===== src/hw/rtl/keypad_setpoint_threshold_alarm_unit_defines.svh =====
// assertion macros shared by the keypad setpoint threshold alarm unit
`ifndef KEYPAD_SETPOINT_THRESHOLD_ALARM_UNIT_DEFINES_SVH
`define KEYPAD_SETPOINT_THRESHOLD_ALARM_UNIT_DEFINES_SVH

`ifndef NO_ASSERTIONS

// same-cycle implication, disabled during reset
`define KPTA_ASSERT_IMP(lbl, clk, rstn, ante, cons, msg) \
    lbl: assert property (@(posedge clk) disable iff (!rstn) (ante) |-> (cons)) \
        else $error(msg);

// next-cycle implication, disabled during reset
`define KPTA_ASSERT_NXT(lbl, clk, rstn, ante, cons, msg) \
    lbl: assert property (@(posedge clk) disable iff (!rstn) (ante) |=> (cons)) \
        else $error(msg);

`else

`define KPTA_ASSERT_IMP(lbl, clk, rstn, ante, cons, msg)
`define KPTA_ASSERT_NXT(lbl, clk, rstn, ante, cons, msg)

`endif

`endif


===== src/hw/rtl/kpta_pkg.sv =====
// types, constants and helper functions of the keypad setpoint threshold alarm unit
package kpta_pkg;

    // sizing
    localparam int MAX_DIGITS   = 4;
    localparam int ADC_BITS     = 12;
    localparam int SHORT_DIGITS = (MAX_DIGITS < 3) ? MAX_DIGITS : 3;
    localparam int IDX_W        = (MAX_DIGITS > 1) ? $clog2(MAX_DIGITS) : 1;
    localparam int DCNT_W       = 3;
    localparam int VAL_W        = 14;
    localparam int TV_W         = 8;
    localparam int HV_W         = 7;
    localparam int LV_W         = 10;
    localparam int SCL_W        = 10;
    localparam int GAIN_W       = 10;
    localparam int PROD_W       = ADC_BITS + GAIN_W;

    localparam logic [VAL_W-1:0]  LIMIT_MAX  = 14'd16383;
    localparam logic [GAIN_W-1:0] GAIN_TEMP  = 10'd150;
    localparam logic [GAIN_W-1:0] GAIN_HUMID = 10'd100;
    localparam logic [GAIN_W-1:0] GAIN_LIGHT = 10'd1000;

    // key codes
    localparam logic [7:0] KEY_STAR = 8'h2A;
    localparam logic [7:0] KEY_HASH = 8'h23;
    localparam logic [7:0] KEY_A    = 8'h41;
    localparam logic [7:0] KEY_B    = 8'h42;
    localparam logic [7:0] KEY_C    = 8'h43;
    localparam logic [7:0] KEY_D    = 8'h44;
    localparam logic [7:0] KEY_0    = 8'h30;
    localparam logic [7:0] KEY_9    = 8'h39;

    typedef enum logic {
        OP_KEY    = 1'b0,
        OP_SAMPLE = 1'b1
    } op_t;

    typedef enum logic [2:0] {
        KA_IGNORED = 3'd0,
        KA_EXIT    = 3'd1,
        KA_SELECT  = 3'd2,
        KA_SAVE    = 3'd3,
        KA_ERASE   = 3'd4,
        KA_DIGIT   = 3'd5
    } key_action_t;

    typedef enum logic [1:0] {
        TGT_NONE  = 2'd0,
        TGT_TEMP  = 2'd1,
        TGT_HUMID = 2'd2,
        TGT_LIGHT = 2'd3
    } target_t;

    typedef enum logic [1:0] {
        AK_NONE  = 2'd0,
        AK_TEMP  = 2'd1,
        AK_HUMID = 2'd2,
        AK_LIGHT = 2'd3
    } alarm_kind_t;

    typedef enum logic [1:0] {
        SCR_NONE     = 2'd0,
        SCR_ANNOUNCE = 2'd1,
        SCR_RESTORE  = 2'd2
    } screen_t;

    typedef logic [3:0] digit_t;
    typedef digit_t [MAX_DIGITS-1:0] digit_row_t;

    // keypad entry result
    typedef struct packed {
        logic              mode;
        key_action_t       action;
        target_t           target;
        logic [DCNT_W-1:0] count;
        logic [VAL_W-1:0]  value;
    } entry_res_t;

    // mode and stored limits seen by the monitor
    typedef struct packed {
        logic             mode;
        logic [VAL_W-1:0] t_lim;
        logic [VAL_W-1:0] h_lim;
        logic [VAL_W-1:0] l_lim;
    } setup_t;

    // monitor result
    typedef struct packed {
        alarm_kind_t     kind;
        screen_t         screen;
        logic            shown;
        logic [TV_W-1:0] tv;
        logic [HV_W-1:0] hv;
        logic [LV_W-1:0] lv;
    } mon_res_t;

    // decimal value of the first n digits, saturating
    function automatic logic [VAL_W-1:0] digits_value(digit_row_t d, logic [DCNT_W-1:0] n);
        logic [VAL_W-1:0] v;
        logic [VAL_W+3:0] t;
        v = '0;
        for (int k = 0; k < MAX_DIGITS; k++)
        begin
            t = ({4'b0, v} << 3) + ({4'b0, v} << 1) + {{VAL_W{1'b0}}, d[k]};
            if (DCNT_W'(k) < n)
            begin
                v = (t > {4'b0, LIMIT_MAX}) ? LIMIT_MAX : t[VAL_W-1:0];
            end
        end
        return v;
    endfunction

    // floor(raw * gain / (2^ADC_BITS - 1)) without a divider:
    // x / (2^k - 1) == (x + (x >> k) + 1) >> k for x below 2^(2k) - 1
    function automatic logic [SCL_W-1:0] scale_adc(logic [ADC_BITS-1:0] raw,
                                                   logic [GAIN_W-1:0] gain);
        logic [PROD_W-1:0] prod;
        logic [PROD_W:0]   sum;
        prod = PROD_W'(raw) * PROD_W'(gain);
        sum  = {1'b0, prod} + {1'b0, (prod >> ADC_BITS)} + (PROD_W+1)'(1);
        return SCL_W'(sum >> ADC_BITS);
    endfunction

endpackage


===== src/hw/rtl/kpta_ifs.sv =====
// command and result channel interfaces
interface kpta_cmd_if
    import kpta_pkg::*;
();
    logic                valid;
    logic                ready;
    logic                op;
    logic [7:0]          key_char;
    logic [ADC_BITS-1:0] adc_temperature;
    logic [ADC_BITS-1:0] adc_humidity;
    logic [ADC_BITS-1:0] adc_light;

    modport source (
        output valid, op, key_char, adc_temperature, adc_humidity, adc_light,
        input  ready
    );
    modport sink (
        input  valid, op, key_char, adc_temperature, adc_humidity, adc_light,
        output ready
    );
endinterface

interface kpta_rsp_if
    import kpta_pkg::*;
();
    logic              valid;
    logic              ready;
    logic              in_entry_mode;
    logic [2:0]        key_action;
    logic [1:0]        entry_target;
    logic [DCNT_W-1:0] digit_count;
    logic [VAL_W-1:0]  entry_value;
    logic [1:0]        alarm_kind;
    logic [1:0]        screen_event;
    logic              values_shown;
    logic [TV_W-1:0]   temperature_value;
    logic [HV_W-1:0]   humidity_value;
    logic [LV_W-1:0]   light_value;

    modport source (
        output valid, in_entry_mode, key_action, entry_target, digit_count, entry_value,
               alarm_kind, screen_event, values_shown, temperature_value,
               humidity_value, light_value,
        input  ready
    );
    modport sink (
        input  valid, in_entry_mode, key_action, entry_target, digit_count, entry_value,
               alarm_kind, screen_event, values_shown, temperature_value,
               humidity_value, light_value,
        output ready
    );
endinterface


===== src/hw/rtl/kpta_entry.sv =====
// keypad limit entry: mode, target, digit store and stored limits
module kpta_entry
    import kpta_pkg::*;
(
    input  logic       clk,
    input  logic       rst_n,
    input  logic       step,
    input  logic       op,
    input  logic [7:0] key_char,
    output entry_res_t res,
    output setup_t     setup
);

    logic              mode_reg,   mode_next;
    target_t           target_reg, target_next;
    logic [DCNT_W-1:0] dlim_reg,   dlim_next;
    digit_row_t        store_reg,  store_next;
    logic [DCNT_W-1:0] held_reg,   held_next;
    logic [VAL_W-1:0]  tlim_reg,   tlim_next;
    logic [VAL_W-1:0]  hlim_reg,   hlim_next;
    logic [VAL_W-1:0]  llim_reg,   llim_next;
    key_action_t       action;
    logic [VAL_W-1:0]  held_value;
    logic [7:0]        digit_code;

    assign held_value = digits_value(store_reg, held_reg);
    assign digit_code = key_char - KEY_0;

    // key decode and next state
    always_comb
    begin
        mode_next   = mode_reg;
        target_next = target_reg;
        dlim_next   = dlim_reg;
        store_next  = store_reg;
        held_next   = held_reg;
        tlim_next   = tlim_reg;
        hlim_next   = hlim_reg;
        llim_next   = llim_reg;
        action      = KA_IGNORED;
        if (mode_reg && (op == OP_KEY))
        begin
            case (key_char)
                KEY_STAR:
                begin
                    mode_next = 1'b0;
                    action    = KA_EXIT;
                end
                KEY_A, KEY_B, KEY_C:
                begin
                    target_next = (key_char == KEY_A) ? TGT_TEMP :
                                  (key_char == KEY_B) ? TGT_HUMID : TGT_LIGHT;
                    dlim_next   = (key_char == KEY_C) ? DCNT_W'(MAX_DIGITS)
                                                      : DCNT_W'(SHORT_DIGITS);
                    held_next   = '0;
                    action      = KA_SELECT;
                end
                KEY_HASH:
                begin
                    case (target_reg)
                        TGT_TEMP:  tlim_next = held_value;
                        TGT_HUMID: hlim_next = held_value;
                        TGT_LIGHT: llim_next = held_value;
                        default:   ;
                    endcase
                    if (target_reg != TGT_NONE)
                    begin
                        action = KA_SAVE;
                    end
                end
                KEY_D:
                begin
                    if (held_reg != '0)
                    begin
                        held_next = held_reg - DCNT_W'(1);
                        store_next[held_next[IDX_W-1:0]] = '0;
                        action = KA_ERASE;
                    end
                end
                default:
                begin
                    if ((key_char >= KEY_0) && (key_char <= KEY_9) &&
                        (held_reg < dlim_reg) && (held_reg < DCNT_W'(MAX_DIGITS)))
                    begin
                        store_next[held_reg[IDX_W-1:0]] = digit_code[3:0];
                        held_next = held_reg + DCNT_W'(1);
                        action    = KA_DIGIT;
                    end
                end
            endcase
            // empty store reads as all zero
            if (held_next == '0)
            begin
                store_next = '0;
            end
        end
    end

    // entry state registers
    always_ff @(posedge clk or negedge rst_n)
    begin
        if (!rst_n)
        begin
            mode_reg   <= 1'b1;
            target_reg <= TGT_NONE;
            dlim_reg   <= DCNT_W'(SHORT_DIGITS);
            store_reg  <= '0;
            held_reg   <= '0;
            tlim_reg   <= '0;
            hlim_reg   <= '0;
            llim_reg   <= '0;
        end
        else if (step)
        begin
            mode_reg   <= mode_next;
            target_reg <= target_next;
            dlim_reg   <= dlim_next;
            store_reg  <= store_next;
            held_reg   <= held_next;
            tlim_reg   <= tlim_next;
            hlim_reg   <= hlim_next;
            llim_reg   <= llim_next;
        end
    end

    // result after this transaction
    always_comb
    begin
        res.mode   = mode_next;
        res.action = action;
        res.target = target_next;
        res.count  = held_next;
        res.value  = digits_value(store_next, held_next);
    end

    // current mode and limits
    always_comb
    begin
        setup.mode  = mode_reg;
        setup.t_lim = tlim_reg;
        setup.h_lim = hlim_reg;
        setup.l_lim = llim_reg;
    end

endmodule


===== src/hw/rtl/kpta_monitor.sv =====
// threshold checks and alarm screen tracking
module kpta_monitor
    import kpta_pkg::*;
(
    input  logic            clk,
    input  logic            rst_n,
    input  logic            step,
    input  logic            op,
    input  setup_t          setup,
    input  logic [TV_W-1:0] tv,
    input  logic [HV_W-1:0] hv,
    input  logic [LV_W-1:0] lv,
    output mon_res_t        res
);

    logic        active_reg,    active_next;
    logic        announced_reg, announced_next;
    logic        sample;
    alarm_kind_t kind;

    assign sample = !setup.mode && (op == OP_SAMPLE);

    // first limit exceeded, temperature first
    always_comb
    begin
        if ({{(VAL_W-TV_W){1'b0}}, tv} > setup.t_lim)
        begin
            kind = AK_TEMP;
        end
        else if ({{(VAL_W-HV_W){1'b0}}, hv} > setup.h_lim)
        begin
            kind = AK_HUMID;
        end
        else if ({{(VAL_W-LV_W){1'b0}}, lv} > setup.l_lim)
        begin
            kind = AK_LIGHT;
        end
        else
        begin
            kind = AK_NONE;
        end
    end

    // alarm state and screen events
    always_comb
    begin
        active_next    = active_reg;
        announced_next = announced_reg;
        res.kind       = AK_NONE;
        res.screen     = SCR_NONE;
        res.shown      = 1'b0;
        res.tv         = '0;
        res.hv         = '0;
        res.lv         = '0;
        if (sample)
        begin
            res.kind = kind;
            res.tv   = tv;
            res.hv   = hv;
            res.lv   = lv;
            if (kind != AK_NONE)
            begin
                active_next = 1'b1;
                if (!announced_reg)
                begin
                    res.screen     = SCR_ANNOUNCE;
                    announced_next = 1'b1;
                end
            end
            else
            begin
                if (active_reg)
                begin
                    res.screen     = SCR_RESTORE;
                    announced_next = 1'b0;
                    active_next    = 1'b0;
                end
                res.shown = 1'b1;
            end
        end
    end

    always_ff @(posedge clk or negedge rst_n)
    begin
        if (!rst_n)
        begin
            active_reg    <= 1'b0;
            announced_reg <= 1'b0;
        end
        else if (step)
        begin
            active_reg    <= active_next;
            announced_reg <= announced_next;
        end
    end

endmodule


===== src/hw/rtl/keypad_setpoint_threshold_alarm_unit.sv =====
// top level: keypad setpoint entry and three-channel threshold alarm
//
//   channel  dir  carries
//   -------  ---  -----------------------------------------------------------
//   cmd      in   op, key_char, adc_temperature, adc_humidity, adc_light
//   rsp      out  mode, key action, target, digits, value, alarm, screen, values
//
// one transaction per cycle sustained while results are taken; a result is
// valid once its command has passed the input register, where scaling lands
// as it is taken, and the result register, where entry and alarm logic land.
// every command gives exactly one result.
// reset returns to entry mode and clears the digit store, limits and alarm flags.
// a stalled result holds the result register; the input register still takes
// one more command, and both stall together after that.
`include "keypad_setpoint_threshold_alarm_unit_defines.svh"

module keypad_setpoint_threshold_alarm_unit
    import kpta_pkg::*;
(
    input logic           clk,
    input logic           rst_n,
    kpta_cmd_if.sink      cmd,
    kpta_rsp_if.source    rsp
);

    logic              s1_valid_reg, s1_valid_next;
    logic              s1_op_reg;
    logic [7:0]        s1_key_reg;
    logic [TV_W-1:0]   s1_tv_reg;
    logic [HV_W-1:0]   s1_hv_reg;
    logic [LV_W-1:0]   s1_lv_reg;
    logic              out_valid_reg, out_valid_next;
    entry_res_t        out_ent_reg;
    mon_res_t          out_mon_reg;
    logic              s1_adv;
    logic              step;
    logic              cmd_take;
    logic [SCL_W-1:0]  tv_scaled;
    logic [SCL_W-1:0]  hv_scaled;
    logic [SCL_W-1:0]  lv_scaled;
    entry_res_t        ent_res;
    setup_t            setup;
    mon_res_t          mon_res;

    // handshake
    assign s1_adv    = !out_valid_reg || rsp.ready;
    assign step      = s1_valid_reg && s1_adv;
    assign cmd.ready = !s1_valid_reg || s1_adv;
    assign cmd_take  = cmd.valid && cmd.ready;

    // scaling ahead of the input register
    assign tv_scaled = scale_adc(cmd.adc_temperature, GAIN_TEMP);
    assign hv_scaled = scale_adc(cmd.adc_humidity, GAIN_HUMID);
    assign lv_scaled = scale_adc(cmd.adc_light, GAIN_LIGHT);

    assign s1_valid_next  = cmd_take ? 1'b1 : (s1_adv ? 1'b0 : s1_valid_reg);
    assign out_valid_next = step ? 1'b1 : (rsp.ready ? 1'b0 : out_valid_reg);

    // valid flags
    always_ff @(posedge clk or negedge rst_n)
    begin
        if (!rst_n)
        begin
            s1_valid_reg  <= 1'b0;
            out_valid_reg <= 1'b0;
        end
        else
        begin
            s1_valid_reg  <= s1_valid_next;
            out_valid_reg <= out_valid_next;
        end
    end

    // input register payload
    always_ff @(posedge clk)
    begin
        if (cmd_take)
        begin
            s1_op_reg  <= cmd.op;
            s1_key_reg <= cmd.key_char;
            s1_tv_reg  <= tv_scaled[TV_W-1:0];
            s1_hv_reg  <= hv_scaled[HV_W-1:0];
            s1_lv_reg  <= lv_scaled[LV_W-1:0];
        end
    end

    kpta_entry u_entry (
        .clk      (clk),
        .rst_n    (rst_n),
        .step     (step),
        .op       (s1_op_reg),
        .key_char (s1_key_reg),
        .res      (ent_res),
        .setup    (setup)
    );

    kpta_monitor u_monitor (
        .clk   (clk),
        .rst_n (rst_n),
        .step  (step),
        .op    (s1_op_reg),
        .setup (setup),
        .tv    (s1_tv_reg),
        .hv    (s1_hv_reg),
        .lv    (s1_lv_reg),
        .res   (mon_res)
    );

    // result register payload
    always_ff @(posedge clk)
    begin
        if (step)
        begin
            out_ent_reg <= ent_res;
            out_mon_reg <= mon_res;
        end
    end

    // result channel
    assign rsp.valid             = out_valid_reg;
    assign rsp.in_entry_mode     = out_ent_reg.mode;
    assign rsp.key_action        = out_ent_reg.action;
    assign rsp.entry_target      = out_ent_reg.target;
    assign rsp.digit_count       = out_ent_reg.count;
    assign rsp.entry_value       = out_ent_reg.value;
    assign rsp.alarm_kind        = out_mon_reg.kind;
    assign rsp.screen_event      = out_mon_reg.screen;
    assign rsp.values_shown      = out_mon_reg.shown;
    assign rsp.temperature_value = out_mon_reg.tv;
    assign rsp.humidity_value    = out_mon_reg.hv;
    assign rsp.light_value       = out_mon_reg.lv;

    // checks
    `KPTA_ASSERT_NXT(a_step_loads_result, clk, rst_n, step, out_valid_reg, "result register not loaded after a step")
    `KPTA_ASSERT_IMP(a_screen_only_monitor, clk, rst_n, out_valid_reg && (out_mon_reg.screen != SCR_NONE), !out_ent_reg.mode, "screen event reported in entry mode")
    `KPTA_ASSERT_IMP(a_shown_no_alarm, clk, rst_n, out_valid_reg && out_mon_reg.shown, out_mon_reg.kind == AK_NONE, "values shown while an alarm fires")
    `KPTA_ASSERT_IMP(a_digit_bound, clk, rst_n, out_valid_reg, out_ent_reg.count <= DCNT_W'(MAX_DIGITS), "digit count beyond the store")

endmodule

===== src/flat_wrapper.sv =====
// flat-port wrapper written by rule: the top's interface ports become plain ports
module keypad_setpoint_threshold_alarm_unit_flat import kpta_pkg::*;
  (clk, rst_n, cmd_valid, cmd_op, cmd_key_char, cmd_adc_temperature, cmd_adc_humidity, cmd_adc_light, cmd_ready, rsp_valid, rsp_in_entry_mode, rsp_key_action, rsp_entry_target, rsp_digit_count, rsp_entry_value, rsp_alarm_kind, rsp_screen_event, rsp_values_shown, rsp_temperature_value, rsp_humidity_value, rsp_light_value, rsp_ready);
  kpta_cmd_if cmd_i ();
  kpta_rsp_if rsp_i ();
  input logic clk;
  input logic rst_n;
  input wire logic [$bits(cmd_i.valid)-1:0] cmd_valid;
  input wire logic [$bits(cmd_i.op)-1:0] cmd_op;
  input wire logic [$bits(cmd_i.key_char)-1:0] cmd_key_char;
  input wire logic [$bits(cmd_i.adc_temperature)-1:0] cmd_adc_temperature;
  input wire logic [$bits(cmd_i.adc_humidity)-1:0] cmd_adc_humidity;
  input wire logic [$bits(cmd_i.adc_light)-1:0] cmd_adc_light;
  output wire logic [$bits(cmd_i.ready)-1:0] cmd_ready;
  output wire logic [$bits(rsp_i.valid)-1:0] rsp_valid;
  output wire logic [$bits(rsp_i.in_entry_mode)-1:0] rsp_in_entry_mode;
  output wire logic [$bits(rsp_i.key_action)-1:0] rsp_key_action;
  output wire logic [$bits(rsp_i.entry_target)-1:0] rsp_entry_target;
  output wire logic [$bits(rsp_i.digit_count)-1:0] rsp_digit_count;
  output wire logic [$bits(rsp_i.entry_value)-1:0] rsp_entry_value;
  output wire logic [$bits(rsp_i.alarm_kind)-1:0] rsp_alarm_kind;
  output wire logic [$bits(rsp_i.screen_event)-1:0] rsp_screen_event;
  output wire logic [$bits(rsp_i.values_shown)-1:0] rsp_values_shown;
  output wire logic [$bits(rsp_i.temperature_value)-1:0] rsp_temperature_value;
  output wire logic [$bits(rsp_i.humidity_value)-1:0] rsp_humidity_value;
  output wire logic [$bits(rsp_i.light_value)-1:0] rsp_light_value;
  input wire logic [$bits(rsp_i.ready)-1:0] rsp_ready;
  assign cmd_i.valid = cmd_valid;
  assign cmd_i.op = cmd_op;
  assign cmd_i.key_char = cmd_key_char;
  assign cmd_i.adc_temperature = cmd_adc_temperature;
  assign cmd_i.adc_humidity = cmd_adc_humidity;
  assign cmd_i.adc_light = cmd_adc_light;
  assign cmd_ready = cmd_i.ready;
  assign rsp_valid = rsp_i.valid;
  assign rsp_in_entry_mode = rsp_i.in_entry_mode;
  assign rsp_key_action = rsp_i.key_action;
  assign rsp_entry_target = rsp_i.entry_target;
  assign rsp_digit_count = rsp_i.digit_count;
  assign rsp_entry_value = rsp_i.entry_value;
  assign rsp_alarm_kind = rsp_i.alarm_kind;
  assign rsp_screen_event = rsp_i.screen_event;
  assign rsp_values_shown = rsp_i.values_shown;
  assign rsp_temperature_value = rsp_i.temperature_value;
  assign rsp_humidity_value = rsp_i.humidity_value;
  assign rsp_light_value = rsp_i.light_value;
  assign rsp_i.ready = rsp_ready;
  keypad_setpoint_threshold_alarm_unit u_core (.clk(clk), .rst_n(rst_n), .cmd(cmd_i), .rsp(rsp_i));
endmodule

===== config.mk =====
export PLATFORM = sky130hd
export DESIGN_NAME = keypad_setpoint_threshold_alarm_unit_flat
export DESIGN_NICKNAME = d
export VERILOG_FILES = /design/src/hw/rtl/kpta_pkg.sv /design/src/hw/rtl/kpta_ifs.sv /design/src/hw/rtl/kpta_entry.sv /design/src/hw/rtl/kpta_monitor.sv /design/src/hw/rtl/keypad_setpoint_threshold_alarm_unit.sv /design/src/flat_wrapper.sv
export VERILOG_INCLUDE_DIRS = /design/src /design/src/hw/rtl
export SDC_FILE = /design/constraint.sdc
export NUM_CORES = 1
export LEC_CHECK = 0
export BUFFER_PORTS_ARGS = -buffer_cell sky130_fd_sc_hd__buf_2
export CORE_UTILIZATION = 60
export CTS_CLUSTER_DIAMETER = 30
export CTS_CLUSTER_SIZE = 10
export DETAILED_ROUTE_END_ITERATION = 7
export HOLD_SLACK_MARGIN = 0.06
export PLACE_DENSITY = 0.87
export SLEW_MARGIN = 0
export SYNTH_ARGS = -nofsm -noshare
export SYNTH_HDL_FRONTEND = slang
export SYNTH_HIERARCHICAL = 1
export SYNTH_SLANG_ARGS = --single-unit

===== constraint.sdc =====
create_clock -name clk -period 9.15 [get_ports clk]
set_input_delay 1.83 -clock clk [delete_from_list [all_inputs] [get_ports clk]]
set_output_delay 1.83 -clock clk [all_outputs]
set_load 0.1 [all_outputs]

==> results.py <==
metrics = {
    "clock_tree": {
        "cts_sinks": 157,
        "clock_path_buffers": 2,
        "clk_latency_ns": 0.44,
        "cts_max_level": 4,
        "cts_setup_buffers": 0,
        "cts_root_buf": "clkbuf_16",
        "clk_pin_slew_ns": 0.07,
        "cts_tree": "done",
        "hold_buffers": 0,
        "cts.repair.resized": 0,
        "cts-buffers-inserted": 17,
    },
    "critical_path": {
        "crit_path_start_kind": "flop",
        "r2r_slack_ns": 0.48,
        "critPathMaxStageDelay_ns": 0.52,
        "cp_max_fo": 14,
        "cpMaxStageDelayCell": "dfrtp_1",
        "cp-endpoint": "u_core/rsp.entry_value[6]",
        "reg2reg_depth": 33,
        "critPathCaptureType": "flop",
        "timing.rr.end": "u_core/rsp.entry_value[6]",
        "critPathKind": "flop to flop",
        "worstPathArrival_ns": 8.93,
        "crit_top_cell": "ha_1",
        "required_ns": 9.41,
        "r2r-start": "u_core/u_entry/held_reg[0]",
        "critPathLaunch": "u_core/u_entry/held_reg[0]",
    },
    "sta": {
        "fmax_ghz": 0.1153,
        "setup_viol": 0,
        "skew_ns": 0.01212,
        "fin_ws_ns": 0.4782,
        "finalHoldViolations": 0,
        "period_share_pct": 94.77,
        "maxSlewViolCount": 0,
        "finalCriticalPeriod_ns": 8.672,
        "fin_tns_setup_ns": 0,
        "slew_headroom_pct": 34.56,
        "rsz0062_at_grt": "false",
        "worst_pin_slew_ns": 0.9772,
    },
    "drt": {
        "dr.pass1.iters": 6,
        "routed_wl_um": 41500,
        "vias_per_cell": 6.158,
        "dr_total_vias": 14290,
        "antenna_left": 0,
        "routedWlPerCell_um": 17.89,
        "drtIter0Drc": 1204,
        "drc": 0,
    },
    "hold_path": {
        "hold_path_class": "flop to flop",
        "min-delay-start": "u_core/s1_valid_reg",
    },
    "grt": {
        "grt_start_max_net_pins": 71,
        "grt_pass1_vias": 14100,
        "grt_usage_pct": 29.07,
        "antenna_found_initial": 0,
        "grt_pass1_wl_um": 67710,
        "globalRouteOverflowTotal": 0,
    },
    "die": {
        "initial_core_util_pct": 61.22,
        "core-area_um2": 27930,
        "die_h_um": 170.8,
        "die_w_um": 170.8,
        "io_pins": 104,
        "die-area_um2": 29180,
        "fp-row-count": 61,
    },
    "synthesis": {
        "synth_area_per_cell_um2": 9.279,
        "yosysSeqAreaShare_pct": 25.53,
        "synth.largest_area_cell": "ha_1",
        "netlist_area_um2": 17100,
        "synth-main-ff-cell": "edfxtp_1",
        "yosysMostFrequentCell": "ha_1",
        "syn_nets": 2236,
        "async_flop_share_pct": 44.59,
        "synthTopCellsByCount": "ha_1, inv_1, nand2_1",
        "synth_cells": 1843,
        "synthDistinctLibCells": 113,
        "netlist.area_leader.share_pct": 19.97,
        "yosys-top-cells-area": "ha_1, edfxtp_1, dfrtp_1",
        "yosysWarningCount": 6,
        "synth_seq_cells": 157,
        "synth_edf_count": 87,
    },
    "cells_and_area": {
        "fin_area_um2": 18540,
        "largest_reg_flops": 16,
        "nets": 2322,
        "n_antenna_cell": 0,
        "area_delta_synth_final_pct": 8.436,
        "final_core_util_pct": 66.38,
        "layout.cells.non_filler": 2320,
        "layout-drive-gt1-share_pct": 11.59,
    },
    "job": {
        "cap_violations": 0,
    },
    "placed_design": {
        "dp_slack_ns": 0.7026,
        "globalplace.congestion": 1.018,
        "port_buffers": 103,
        "dp.cells": 2288,
        "hpwl_um": 33070,
        "dpl-instance-area_um2": 17960,
    },
    "power_and_ir_drop": {
        "powerDensity_nw_per_um2": 230.0,
        "max-vdd-ir-drop_mv": 0.2030,
        "p_leak_nw": 8.723,
    },
    "outcome": {
        "outcome": "complete, no violations",
    },
}
logic make-up (layout without fill, tap and decap cells):
group	Yosys count	count (layout)	share of synthesized area, %
adders and majority gates	344	344	28.29
xor gates and xnor gates	79	79	4.134
DFF	157	157	25.53
muxes	21	21	1.412
buffers and inverters	288	387	6.512
AOI/OAI and AO/OA	465	465	19.17
and+or+nand+nor	489	489	14.95
per-stage QoR:
step	power (mW)	hold slack (ns)
floorplan	2.957	0.4487
global placement	3.385	0.4633
detailed placement	3.511	0.4712
CTS	4.224	0.4868
global route	4.556	0.5154
finish	4.264	0.4833
layer usage:
metal	global-route usage [%]	share of wire [%]	vias to the layer above
met3	4.418	5.5	108
met4	10.79	3.2	0
met1	35.80	41	6914
met5	0	0	-
met2	51.32	50	492
li1	-	-	6773
cell usage in the layout (no fill, tap or decap), drive strengths merged, types with 28 or more instances in the layout:
cell and count:
xor2 37, nand3 38, edfxtp 87, nor3 32, a21oi 91, nor2 105
xnor2 42, fa 71, buf 113, dfrtp 68, o21ai 113, o21a 29
and2 46, ha 273, inv 248, nand2 130, a21o 28
layout make-up:
| class | instances | area, um^2 |
|---|---|---|
| Clock buffer | 19 | 454.2 |
| Clock inverter | 13 | 126.4 |
| Multi-Input combinational cell | 1398 | 11620 |
| Sequential cell | 157 | 4367 |
| Inverter | 242 | 908.4 |
| Tap cell | 378 | 473.0 |
| Timing Repair Buffer | 113 | 590.6 |
| Fill cell | 2210 | 9390 |
worst max-delay path, delay by kind of cell (launching register included):
kind | cells | cell delay, ns
AOI/OAI and AO/OA | 11 | 2.76
xor gates and xnor gates | 1 | 0.17
adders and majority gates | 9 | 2.72
buffers and inverters | 3 | 0.35
and+or+nand+nor | 8 | 1.59
DFF | 1 | 0.52
muxes | 1 | 0.36
where the power goes:
part | total [mW] | internal [mW] | switching [mW] | leakage, nW
logic | 2.64 | 0.978 | 1.66 | 6.67
registers | 0.924 | 0.880 | 0.0440 | 1.76
clock network | 0.703 | 0.397 | 0.306 | 0.290
worst min path at each step:
stage                                        to  slack, ns  cells past startpoint
global route                   u_core/rsp.valid       0.52                      1
CTS                  u_core/u_entry/hlim_reg[1]       0.49                      2
detailed placement   u_core/u_entry/hlim_reg[1]       0.47                      2
floorplan                      u_core/rsp.valid       0.45                      1
finish                         u_core/rsp.valid       0.48                      1
global placement    u_core/u_entry/hlim_reg[12]       0.46                      2
(Power assumes the default switching activity.)
